--- config.mk ---
export PLATFORM = sky130hd
export DESIGN_NAME = trigger_pattern_sequencer_flat
export DESIGN_NICKNAME = d
export VERILOG_FILES = /design/src/rtl/core/tps_pkg.sv /design/src/rtl/core/tps_if.sv /design/src/rtl/core/trigger_pattern_sequencer.sv /design/src/rtl/core/tps_ctrl.sv /design/src/rtl/core/tps_datapath.sv /design/src/flat_wrapper.sv
export SDC_FILE = /design/constraint.sdc
export NUM_CORES = 1
export LEC_CHECK = 0
export BUFFER_PORTS_ARGS = -buffer_cell sky130_fd_sc_hd__buf_2
export CELL_PAD_IN_SITES_DETAIL_PLACEMENT = 1
export CELL_PAD_IN_SITES_GLOBAL_PLACEMENT = 1
export CORE_ASPECT_RATIO = 1.25
export CORE_MARGIN = 2
export CORE_UTILIZATION = 46
export CTS_CLUSTER_SIZE = 30
export DETAILED_ROUTE_END_ITERATION = 10
export MAX_ROUTING_LAYER = met4
export PLACE_DENSITY_LB_ADDON = 0.15
export SLEW_MARGIN = 40
export SYNTH_ARGS = -nofsm -noshare
export SYNTH_HDL_FRONTEND = slang
export SYNTH_HIERARCHICAL = 1
export SYNTH_SLANG_ARGS = --single-unit
--- constraint.sdc ---
create_clock -name clk -period 5.17 [get_ports clk]
set_clock_uncertainty 0.2 [all_clocks]
set_input_delay 0.7755 -clock clk [delete_from_list [all_inputs] [get_ports clk]]
set_output_delay 0.7755 -clock clk [all_outputs]
set_load 0.01 [all_outputs]
--- src/rtl/core/tps_pkg.sv ---
// Shared constants, codes and control types of the trigger pattern sequencer.
package tps_pkg;

	localparam int MAX_TRIGS = 16;
	localparam int IDX_W = (MAX_TRIGS > 1) ? $clog2(MAX_TRIGS) : 1;
	localparam int NEXT_W = $clog2(MAX_TRIGS + 1);

	localparam int POS_W = 16;
	localparam int CMD_W = 2;
	localparam int SLOT_W = 4;
	localparam int TRIG_INDEX_W = 4;
	localparam int MODE_W = 2;
	localparam int COUNT_W = 5;
	localparam int CFG_IDX_W = 1;
	localparam int CFG_DATA_W = 5;

	localparam logic [CMD_W-1:0] CMD_TICK = 2'd0;
	localparam logic [CMD_W-1:0] CMD_RESET_EVT = 2'd1;
	localparam logic [CMD_W-1:0] CMD_WRITE = 2'd2;

	localparam logic [MODE_W-1:0] MODE_RESTART = 2'd0;
	localparam logic [MODE_W-1:0] MODE_ONE_SHOT = 2'd1;
	localparam logic [MODE_W-1:0] MODE_RESTART_RUN = 2'd2;
	localparam logic [MODE_W-1:0] MODE_RUN_WHILE_HIGH = 2'd3;

	localparam logic [CFG_IDX_W-1:0] CFG_RESET_MODE = 1'd0;
	localparam logic [CFG_IDX_W-1:0] CFG_TRIG_COUNT = 1'd1;

	// Commands from the controller to the datapath.
	typedef struct packed {
		logic in_ready;
		logic accept;
		logic step;
		logic busy;
	} tps_ctrl_t;

	// Status from the datapath to the controller.
	typedef struct packed {
		logic load_ok;
		logic go_walk;
		logic hit;
	} tps_status_t;

endpackage

--- src/rtl/core/tps_if.sv ---
// Valid/ready channel interfaces for the sequencer input items and results.
interface tps_req_if
	import tps_pkg::*;
();
	logic valid;
	logic ready;
	logic [CMD_W-1:0] cmd;
	logic [POS_W-1:0] position;
	logic restart_flag;
	logic reset_level;
	logic [SLOT_W-1:0] slot;

	modport source (output valid, output cmd, output position, output restart_flag,
		output reset_level, output slot, input ready);
	modport sink (input valid, input cmd, input position, input restart_flag,
		input reset_level, input slot, output ready);
endinterface

interface tps_rsp_if
	import tps_pkg::*;
();
	logic valid;
	logic ready;
	logic fire;
	logic [TRIG_INDEX_W-1:0] trig_index;
	logic restart_request;
	logic last;

	modport source (output valid, output fire, output trig_index, output restart_request,
		output last, input ready);
	modport sink (input valid, input fire, input trig_index, input restart_request,
		input last, output ready);
endinterface

--- src/rtl/core/trigger_pattern_sequencer.sv ---
// Timing: a reset event, table write, restart tick or unknown command loads its result at
// the transfer edge, so it is offered in the next cycle; such items can follow back to back
// when the receiver keeps up. A tick walks the table one entry per cycle when the receiver
// keeps up, plus a final step that ends the walk; one item is in work at a time, so the next
// input transfer waits until the walk of a tick ends, and receiver stalls stretch the walk.
// Reset clears the index, last position and configuration and sets output enable and the
// held reset level; the trigger table is not cleared and must be written before use.
module trigger_pattern_sequencer
	import tps_pkg::*;
(
	input  logic                  clk,
	input  logic                  arst_n,
	input  logic                  cfg_we,
	input  logic [CFG_IDX_W-1:0]  cfg_index,
	input  logic [CFG_DATA_W-1:0] cfg_wdata,
	tps_req_if.sink               req,
	tps_rsp_if.source             rsp
);

	tps_ctrl_t   ctrl;
	tps_status_t status;

	assign req.ready = ctrl.in_ready;

	tps_ctrl u_ctrl (
		.clk      (clk),
		.arst_n   (arst_n),
		.in_valid (req.valid),
		.status   (status),
		.ctrl     (ctrl)
	);

	tps_datapath u_datapath (
		.clk                 (clk),
		.arst_n              (arst_n),
		.cfg_we              (cfg_we),
		.cfg_index           (cfg_index),
		.cfg_wdata           (cfg_wdata),
		.cmd                 (req.cmd),
		.position            (req.position),
		.restart_flag        (req.restart_flag),
		.reset_level         (req.reset_level),
		.slot                (req.slot),
		.ctrl                (ctrl),
		.status              (status),
		.rsp_valid           (rsp.valid),
		.rsp_ready           (rsp.ready),
		.rsp_fire            (rsp.fire),
		.rsp_trig_index      (rsp.trig_index),
		.rsp_restart_request (rsp.restart_request),
		.rsp_last            (rsp.last)
	);

	a_accept_step_excl: assert property (@(posedge clk) disable iff (!arst_n)
		!(ctrl.accept && ctrl.step))
		else $error("accept and walk step in the same cycle");

	a_walk_ends: assert property (@(posedge clk) disable iff (!arst_n)
		ctrl.step && !status.hit |=> !ctrl.busy)
		else $error("walk did not end after a miss");

	a_no_transfer_busy: assert property (@(posedge clk) disable iff (!arst_n)
		req.valid && req.ready |-> !ctrl.busy)
		else $error("input transfer during a walk");

	a_rq_not_fire: assert property (@(posedge clk) disable iff (!arst_n)
		rsp.valid && rsp.restart_request |-> !rsp.fire && rsp.last)
		else $error("restart request on a fire or non-final result");

endmodule

--- src/rtl/core/tps_ctrl.sv ---
// Controller state machine: input acceptance and the table walk of a tick.
module tps_ctrl
	import tps_pkg::*;
(
	input  logic        clk,
	input  logic        arst_n,
	input  logic        in_valid,
	input  tps_status_t status,
	output tps_ctrl_t   ctrl
);

	localparam logic ST_IDLE = 1'b0;
	localparam logic ST_WALK = 1'b1;

	logic state_q;
	logic state_d;

	always_comb begin
		ctrl.in_ready = (state_q == ST_IDLE) && status.load_ok;
		ctrl.accept = in_valid && ctrl.in_ready;
		ctrl.step = (state_q == ST_WALK) && status.load_ok;
		ctrl.busy = (state_q == ST_WALK);
	end

	always_comb begin
		state_d = state_q;
		unique case (state_q)
			ST_IDLE: begin
				if (ctrl.accept && status.go_walk) state_d = ST_WALK;
			end
			ST_WALK: begin
				if (ctrl.step && !status.hit) state_d = ST_IDLE;
			end
			default: state_d = ST_IDLE;
		endcase
	end

	always_ff @(posedge clk or negedge arst_n) begin
		if (!arst_n) begin
			state_q <= ST_IDLE;
		end else begin
			state_q <= state_d;
		end
	end

endmodule

--- src/rtl/core/tps_datapath.sv ---
// Datapath: trigger table, sequencing state, configuration and result register.
module tps_datapath
	import tps_pkg::*;
(
	input  logic                    clk,
	input  logic                    arst_n,
	input  logic                    cfg_we,
	input  logic [CFG_IDX_W-1:0]    cfg_index,
	input  logic [CFG_DATA_W-1:0]   cfg_wdata,
	input  logic [CMD_W-1:0]        cmd,
	input  logic [POS_W-1:0]        position,
	input  logic                    restart_flag,
	input  logic                    reset_level,
	input  logic [SLOT_W-1:0]       slot,
	input  tps_ctrl_t               ctrl,
	output tps_status_t             status,
	output logic                    rsp_valid,
	input  logic                    rsp_ready,
	output logic                    rsp_fire,
	output logic [TRIG_INDEX_W-1:0] rsp_trig_index,
	output logic                    rsp_restart_request,
	output logic                    rsp_last
);

	logic [POS_W-1:0]  trig_table_q [MAX_TRIGS];
	logic [NEXT_W-1:0] next_trig_q;
	logic [POS_W-1:0]  last_position_q;
	logic              level_held_q;
	logic              output_enable_q;
	logic [MODE_W-1:0] reset_mode_q;
	logic [COUNT_W-1:0] trig_count_q;

	logic [POS_W-1:0]  pos_q;
	logic              wrap_q;
	logic              have_pend_q;
	logic [IDX_W-1:0]  pend_idx_q;

	logic              out_valid_q;
	logic              out_fire_q;
	logic [IDX_W-1:0]  out_idx_q;
	logic              out_rq_q;
	logic              out_last_q;

	logic [NEXT_W-1:0] eff_count;
	logic [IDX_W-1:0]  cur_idx;
	logic              in_range;
	logic              hit;
	logic              emit;
	logic              emit_fire;
	logic [IDX_W-1:0]  emit_idx;
	logic              emit_rq;
	logic              emit_last;

	always_comb begin
		if (int'(trig_count_q) > MAX_TRIGS) eff_count = NEXT_W'(MAX_TRIGS);
		else eff_count = NEXT_W'(trig_count_q);
		cur_idx = next_trig_q[IDX_W-1:0];
		in_range = next_trig_q < eff_count;
		// On a wrap every remaining entry fires, but only with output enabled.
		hit = in_range && (wrap_q ? output_enable_q : (trig_table_q[cur_idx] <= pos_q));
	end

	always_comb begin
		status.load_ok = !out_valid_q || rsp_ready;
		status.go_walk = (cmd == CMD_TICK) && !restart_flag;
		status.hit = hit;
	end

	// Result to load into the output register this cycle, if any.
	always_comb begin
		emit = 1'b0;
		emit_fire = 1'b0;
		emit_idx = '0;
		emit_rq = 1'b0;
		emit_last = 1'b1;
		if (ctrl.accept) begin
			if (cmd == CMD_TICK) begin
				emit = restart_flag;
			end else begin
				emit = 1'b1;
				if (cmd == CMD_RESET_EVT) emit_rq = reset_level && (reset_mode_q != MODE_RUN_WHILE_HIGH);
			end
		end else if (ctrl.step) begin
			if (hit) begin
				// A held fire is known not to be final once another entry fires.
				emit = have_pend_q && output_enable_q;
				emit_fire = 1'b1;
				emit_idx = pend_idx_q;
				emit_last = 1'b0;
			end else begin
				emit = 1'b1;
				emit_fire = have_pend_q;
				emit_idx = have_pend_q ? pend_idx_q : '0;
			end
		end
	end

	always_ff @(posedge clk) begin
		if (ctrl.accept && cmd == CMD_WRITE && int'(slot) < MAX_TRIGS) begin
			trig_table_q[IDX_W'(slot)] <= position;
		end
		if (ctrl.accept && cmd == CMD_TICK) begin
			pos_q <= position;
			wrap_q <= position < last_position_q;
		end
		if (ctrl.step && hit) pend_idx_q <= cur_idx;
		if (emit) begin
			out_fire_q <= emit_fire;
			out_idx_q <= emit_idx;
			out_rq_q <= emit_rq;
			out_last_q <= emit_last;
		end
	end

	always_ff @(posedge clk or negedge arst_n) begin
		if (!arst_n) begin
			next_trig_q <= '0;
			last_position_q <= '0;
			level_held_q <= 1'b1;
			output_enable_q <= 1'b1;
			reset_mode_q <= MODE_RESTART;
			trig_count_q <= '0;
			have_pend_q <= 1'b0;
			out_valid_q <= 1'b0;
		end else begin
			if (cfg_we) begin
				unique case (cfg_index)
					CFG_RESET_MODE: begin
						reset_mode_q <= cfg_wdata[MODE_W-1:0];
						if (cfg_wdata[MODE_W-1:0] == MODE_RESTART_RUN ||
							cfg_wdata[MODE_W-1:0] == MODE_RUN_WHILE_HIGH) begin
							output_enable_q <= level_held_q;
						end
					end
					CFG_TRIG_COUNT: trig_count_q <= cfg_wdata[COUNT_W-1:0];
					default: ;
				endcase
			end
			if (ctrl.accept) begin
				if (cmd == CMD_TICK) begin
					last_position_q <= position;
					have_pend_q <= 1'b0;
					if (restart_flag) next_trig_q <= '0;
				end else if (cmd == CMD_RESET_EVT) begin
					level_held_q <= reset_level;
					if (reset_level) begin
						output_enable_q <= 1'b1;
					end else if (reset_mode_q == MODE_RESTART_RUN ||
						reset_mode_q == MODE_RUN_WHILE_HIGH) begin
						output_enable_q <= 1'b0;
					end
				end
			end else if (ctrl.step) begin
				if (hit) begin
					next_trig_q <= next_trig_q + NEXT_W'(1);
					if (output_enable_q) have_pend_q <= 1'b1;
				end else begin
					have_pend_q <= 1'b0;
					if (wrap_q) next_trig_q <= '0;
				end
			end
			if (emit) out_valid_q <= 1'b1;
			else if (rsp_ready) out_valid_q <= 1'b0;
		end
	end

	assign rsp_valid = out_valid_q;
	assign rsp_fire = out_fire_q;
	assign rsp_trig_index = TRIG_INDEX_W'(out_idx_q);
	assign rsp_restart_request = out_rq_q;
	assign rsp_last = out_last_q;

endmodule

--- src/flat_wrapper.sv ---
// flat-port wrapper written by rule: the top's interface ports become plain ports
module trigger_pattern_sequencer_flat import tps_pkg::*;
  (clk, arst_n, cfg_we, cfg_index, cfg_wdata, req_valid, req_cmd, req_position, req_restart_flag, req_reset_level, req_slot, req_ready, rsp_valid, rsp_fire, rsp_trig_index, rsp_restart_request, rsp_last, rsp_ready);
  tps_req_if req_i ();
  tps_rsp_if rsp_i ();
  input  logic clk;
  input  logic arst_n;
  input  logic cfg_we;
  input  logic [CFG_IDX_W-1:0] cfg_index;
  input  logic [CFG_DATA_W-1:0] cfg_wdata;
  input wire logic [$bits(req_i.valid)-1:0] req_valid;
  input wire logic [$bits(req_i.cmd)-1:0] req_cmd;
  input wire logic [$bits(req_i.position)-1:0] req_position;
  input wire logic [$bits(req_i.restart_flag)-1:0] req_restart_flag;
  input wire logic [$bits(req_i.reset_level)-1:0] req_reset_level;
  input wire logic [$bits(req_i.slot)-1:0] req_slot;
  output wire logic [$bits(req_i.ready)-1:0] req_ready;
  output wire logic [$bits(rsp_i.valid)-1:0] rsp_valid;
  output wire logic [$bits(rsp_i.fire)-1:0] rsp_fire;
  output wire logic [$bits(rsp_i.trig_index)-1:0] rsp_trig_index;
  output wire logic [$bits(rsp_i.restart_request)-1:0] rsp_restart_request;
  output wire logic [$bits(rsp_i.last)-1:0] rsp_last;
  input wire logic [$bits(rsp_i.ready)-1:0] rsp_ready;
  assign req_i.valid = req_valid;
  assign req_i.cmd = req_cmd;
  assign req_i.position = req_position;
  assign req_i.restart_flag = req_restart_flag;
  assign req_i.reset_level = req_reset_level;
  assign req_i.slot = req_slot;
  assign req_ready = req_i.ready;
  assign rsp_valid = rsp_i.valid;
  assign rsp_fire = rsp_i.fire;
  assign rsp_trig_index = rsp_i.trig_index;
  assign rsp_restart_request = rsp_i.restart_request;
  assign rsp_last = rsp_i.last;
  assign rsp_i.ready = rsp_ready;
  trigger_pattern_sequencer u_core (.clk(clk), .arst_n(arst_n), .cfg_we(cfg_we), .cfg_index(cfg_index), .cfg_wdata(cfg_wdata), .req(req_i), .rsp(rsp_i));
endmodule
### Word level (Yosys, flattened, before mapping)

Memories as Yosys holds them, arrays and structs flattened.
Index checks and enable logic that the tools add are counted.

| operators by class | value |
|---|---|
| add/subtract/negate cells | 1 |
| multipliers | 0 |
| div/mod/pow operators | 0 |
| magnitude comparators | 4 |
| equality and inequality tests | 10 |
| shifts and indexed selects | 0 |
| multiplexer cells | 36 |
| bitwise gates (word level) | 6 |
| reductions and logical operators | 30 |

Operators with widths:

| operator | number |
|---|---|
| 2-to-1 mux 5 bit | 7 |
| 2-to-1 mux 1 bit | 26 |
| less-or-equal comparator 16 bit | 1 |
| < comparator 16 bit | 1 |
| logical AND 1 bit | 12 |
| equality test 2 bit (second input constant) | 5 |
| 2-to-1 mux 4 bit | 2 |
| != test 2 bit (second input constant) | 3 |
| inverter 1 bit | 6 |
| AND reduction 2 bit | 3 |
| AND reduction 3 bit | 2 |
| adder 5 x 1 -> 5 bit (second input constant) | 1 |
| > comparator 5 bit (second input constant) | 1 |
| < comparator 5 bit | 1 |
| AND reduction 4 bit | 1 |
| nonzero test 2 bit | 2 |
| logical NOT 1 bit | 3 |
| logical OR 1 bit | 3 |
| != test 3 x 2 -> 1 bit (second input constant) | 1 |
| nonzero test 3 bit | 1 |
| OR reduction 3 bit | 1 |
| equality test 2 x 1 -> 1 bit (second input constant) | 1 |
| logical NOT 2 bit | 1 |
| case mux 1 bit (2 select lines) | 1 |
| OR reduction 2 bit | 1 |

| storage, ports and cells | value |
|---|---|
| register bits | 61 |
| latch bits | 0 |
| RAM bits | 256 |
| ROM bits | 0 |
| output and inout bits | 9 |
| word-level logic and storage cells | 104 |
| memories kept | 1 |

Memory list:

| name | words | bits a word | read ports | clocked after memory_dff | write ports | line | text |
|---|---|---|---|---|---|---|---|
| u_core.u_datapath.trig_table_q | 16 | 16 | 1 | 0 | 1 | tps_datapath.sv:25 | `logic [POS_W-1:0] trig_table_q [MAX_TRIGS];` |

### Logic depth before layout (Yosys ltp)

| depth | value |
|---|---|
| word-level depth | 10 |
| gate-level depth with buffers | 15 |

### By module

Netlist, hierarchy kept.

By module, submodules not included:

| module | instances | cells an instance | area each (um^2) | seq. area each (um^2) |
|---|---|---|---|---|
| tps_datapath | 1 | 665 | 12849.8 | 9331.4 |
| tps_ctrl | 1 | 8 | 80.1 | 25.0 |

### Worst setup path after synthesis

OpenSTA, ideal clock, no wires.

| timing | value |
|---|---|
| kind | register -> register |
| from | reg u_core.u_datapath.next_trig_q[0] |
| to | reg u_core.u_datapath.pend_idx_q[0] (enable) |
| setup time | 0.309 ns |
| data arrival time | 4.226 ns |
| data required time | 4.661 ns |
| setup slack | 0.436 ns |
| cell stages (with the launch flop) | 14 |
| path buffers | 4 |
| cell sequence | dfrtp_1 clkbuf_1 buf_1 buf_2 mux4_2 mux4_2 ha_1 a21o_1 a21o_1 a2111o_1 o31a_1 a311oi_4 buf_6 and2_1 |

| between the ends | value |
|---|---|
| cells in the longest elaborated chain, start to end | 5 |
| elaborated cells between the ends (all ways) | 6 |
| those cells by class | 2 x order compare; 1 x mux; 2 x reduce/logical; 1 x memory |

Ends and longest elaborated chain:

| item | line | text |
|---|---|---|
| start: declaration | tps_datapath.sv:26 | `logic [NEXT_W-1:0] next_trig_q;` |
| start signal: assignment | tps_datapath.sv:155 | `next_trig_q <= next_trig_q + NEXT_W'(1);` |
| memory read (16 x 16 bit) | - |  |
| less-or-equal comparator 16 bit | tps_datapath.sv:60 | `hit = in_range && (wrap_q ? output_enable_q : (trig_table_q[cur_idx] <= pos_q));` |
| 2-to-1 mux 1 bit | tps_datapath.sv:60 |  |
| logical AND 1 bit (*) | tps_datapath.sv:60 |  |
| net u_core.u_datapath.hit | tps_datapath.sv:47 | `logic hit;` |
| logical AND 1 bit (*) | tps_datapath.sv:106 | `if (ctrl.step && hit) pend_idx_q <= cur_idx;` |
| end signal: assignment | tps_datapath.sv:106 |  |
| end: declaration | tps_datapath.sv:36 | `logic [IDX_W-1:0] pend_idx_q;` |

Mark *: on every way through the listed nets, which the timed path passes. The rest lies on a longest branch.
A chain may end at the register's enable or synchronous reset.

==> out/results.txt <==
status -> complete, but fails checks
failing checks -> negative hold slack
FILL cells -> 2,445
most used cell, CP -> mux4_2
layout net count -> 821
clock latency on the worst-skew pair -> 0.56 ns
PortBufs -> 43
Min Hold Slack -> -0.00287 ns
post-cts sizing count -> 0
routability cong. -> 0.750
CTS clk-pin slew, worst paths -> 0.07 ns
final setup TNS -> 0 ns
pin slew with the least headroom to its limit -> 0.843 ns
DR DRC count -> 0
largest net degree at the start of global routing -> 51
placed insts -> 1,066
Req. time, crit path -> 5.41 ns
reg2reg end -> u_core/u_datapath/rsp_valid$_DFFE_PN0P_
Slew Limit Fails -> 0
fraction of layout instances using a drive strength above 1 -> 30.5%
die height -> 191 um
CTS root buffer -> clkbuf_16
HPWL after DPL -> 18,100 um
sequential fraction of design power -> 44.5%
MaxCap Viol Count -> 0
Combinational Power Share -> 24.3%
Hold WC Path Type -> primary input to asynchronous set/reset pin
CP Depth -> 10
first-pass GRT wire length -> 45,400 um
DR iter-0 viols -> 533
RSZ-0062 raised after global routing -> false
Placeable Area -> 27,700 um^2
Final period util -> 95.7%
DR pass1 iterations -> 4
Critical Path End Type -> flip-flop
Post-Route WL -> 30,600 um
dpl ws -> 0.224 ns
R2R depth -> 10
Die Span X -> 154 um
biggest cell delay along the critical path -> 0.74 ns
drt wl/cell -> 27.2 um
achievable frequency -> 202 MHz
Cells after Synth -> 672
pwr dens -> 472 nW/um^2
Die Area -> 29,500 um^2
Slowest-stage cell, CP -> dfrtp_4
TritonCTS buffer count -> 31
CP startpoint kind -> flip-flop
Setup Buffers After CTS -> 0
P_int -> 0.00507 W
VDD IR max -> 269 uV
fin crit period -> 4.95 ns
WP buf/inv -> 0
delay-heaviest family, CP -> compound AO/OA/AOI/OAI gates
vias per cell -> 5.73
Sink Count -> 317
Initial Utilization -> 46.7%
Arr. time, crit path -> 5.19 ns
non-filler instance count after layout -> 1,124
CP Max Fanout -> 23
reg-to-reg slack, setup -> 0.22 ns
I/O pins -> 44
Net Sw Frac -> 27.4%
Setup WS post-layout -> 0.223 ns
Syn. warnings -> 6
H-tree levels -> 1
Synth-to-Final Area Change -> 14.5%
vias -> 6,442
Mean Syn Cell Area -> 19.2 um^2
Final Hold Vio Count -> 2
final global-route overflow total -> 0
Synth Net Count -> 743
Rows -> 68
Clk pwr share -> 31.2%
CTS Hold Buffers Added -> 0
vias in the first global route -> 7,091
Overall Power -> 0.00699 W
Antenna Cells -> 0
CP Capture Point -> u_core/u_datapath/rsp_valid$_DFFE_PN0P_
kind of critical path -> flip-flop to flip-flop
FF-to-FF Start -> u_core/u_datapath/next_trig_q[0]$_DFFE_PN0P_
critical-path cell list -> mux4_2 -> mux4_2 -> ha_1 -> nand4_1 -> nor3_1 -> a2111o_1 -> o31a_1 -> a311oi_4 -> o221ai_2 -> nand2b_1
Max clock buf depth -> 3
Leak Pwr -> 5.05 nW
Setup crit start -> u_core/u_datapath/next_trig_q[0]$_DFFE_PN0P_
CTS tree -> built
Routed Antenna Nets -> 0
switching power -> 0.00191 W
final setup fails -> 0
Mapped Area -> 12,900 um^2
initial antenna violation count -> 0
gr usage total -> 22.0%
max_slew headroom -> 43.7%
## state kept, by name, indices dropped and copies added (netlist names), 2 cells and up
name                               cells
u_core/u_datapath/next_trig_q          5
u_core/u_datapath/pos_q               16
u_core/u_datapath/reset_mode_q         2
u_core/u_datapath/trig_table_q       256
u_core/u_datapath/pend_idx_q           4
u_core/u_datapath/last_position_q     16
u_core/u_datapath/trig_count_q         5
u_core/u_datapath/rsp_trig_index       4
## layer usage
layer | vias up | global-route usage (%) | part of all wire [%]
li1 | 2843 | - | -
met1 | 3384 | 27.5 | 40
met2 | 162 | 38.1 | 53
met3 | 53 | 3.40 | 5.3
met4 | 0 | 5.68 | 2.4
met5 | - | - | 0
## power groups by stage
stage / registers, W / logic, W / clock network (W)
global route: 0.00313 / 0.00185 / 0.00232
detailed placement: 0.00317 / 0.00171 / 0
global placement: 0.00316 / 0.00166 / 0
finish: 0.00311 / 0.00170 / 0.00218
CTS: 0.00312 / 0.00173 / 0.00223
floorplan: 0.00308 / 0.00127 / 0
## through the flow
stage,hold slack [ns],area [um^2],util (%)
2_1_floorplan,0.251,12900,-
3_3_place_gp,0.266,13800,49.8
3_5_place_dp,0.284,13800,49.9
4_1_cts,0.00474,14800,53.5
5_1_grt,0.0113,14800,53.5
6_report,-0.00287,14800,53.5
## worst min path at each step
stage               slack [ns]  depth (start not counted)                                    startpoint                                       endpoint
finish                  -0.003                          1                                        arst_n  u_core/u_datapath/reset_mode_q[1]$_DFFE_PN0P_
global route              0.01                          1                                        arst_n  u_core/u_datapath/reset_mode_q[1]$_DFFE_PN0P_
CTS                      0.005                          1                                        arst_n  u_core/u_datapath/reset_mode_q[0]$_DFFE_PN0P_
detailed placement        0.28                          2    u_core/u_datapath/level_held_q$_DFFE_PN1P_     u_core/u_datapath/level_held_q$_DFFE_PN1P_
global placement          0.27                          2    u_core/u_datapath/level_held_q$_DFFE_PN1P_     u_core/u_datapath/level_held_q$_DFFE_PN1P_
floorplan                 0.25                          0  u_core/u_datapath/next_trig_q[0]$_DFFE_PN0P_      u_core/u_datapath/pend_idx_q[0]$_DFFE_PP_
## area by class of cell
type                       count  area (um^2)  share of cell area (%)
sequential                   317         9360                    63.2
clock buffer                  47          906                    6.12
inverter                      38          143                   0.964
clock inverter                10         86.3                   0.583
tap                          350          438                    2.96
multi-input combinational    292         3380                    22.8
timing repair buffer          70          485                    3.28
## placed cells by master (no fill, tap or decap), types with 23 or more instances in the layout
cell type  instances
edfxtp_1         284
buf_2             42
o21ai_0           25
buf_4             23
inv_1             38
mux4_2            80
dfrtp_1           29
ha_1              36
nand2_1           31
clkbuf_16         31
(Power assumes the default switching activity.)
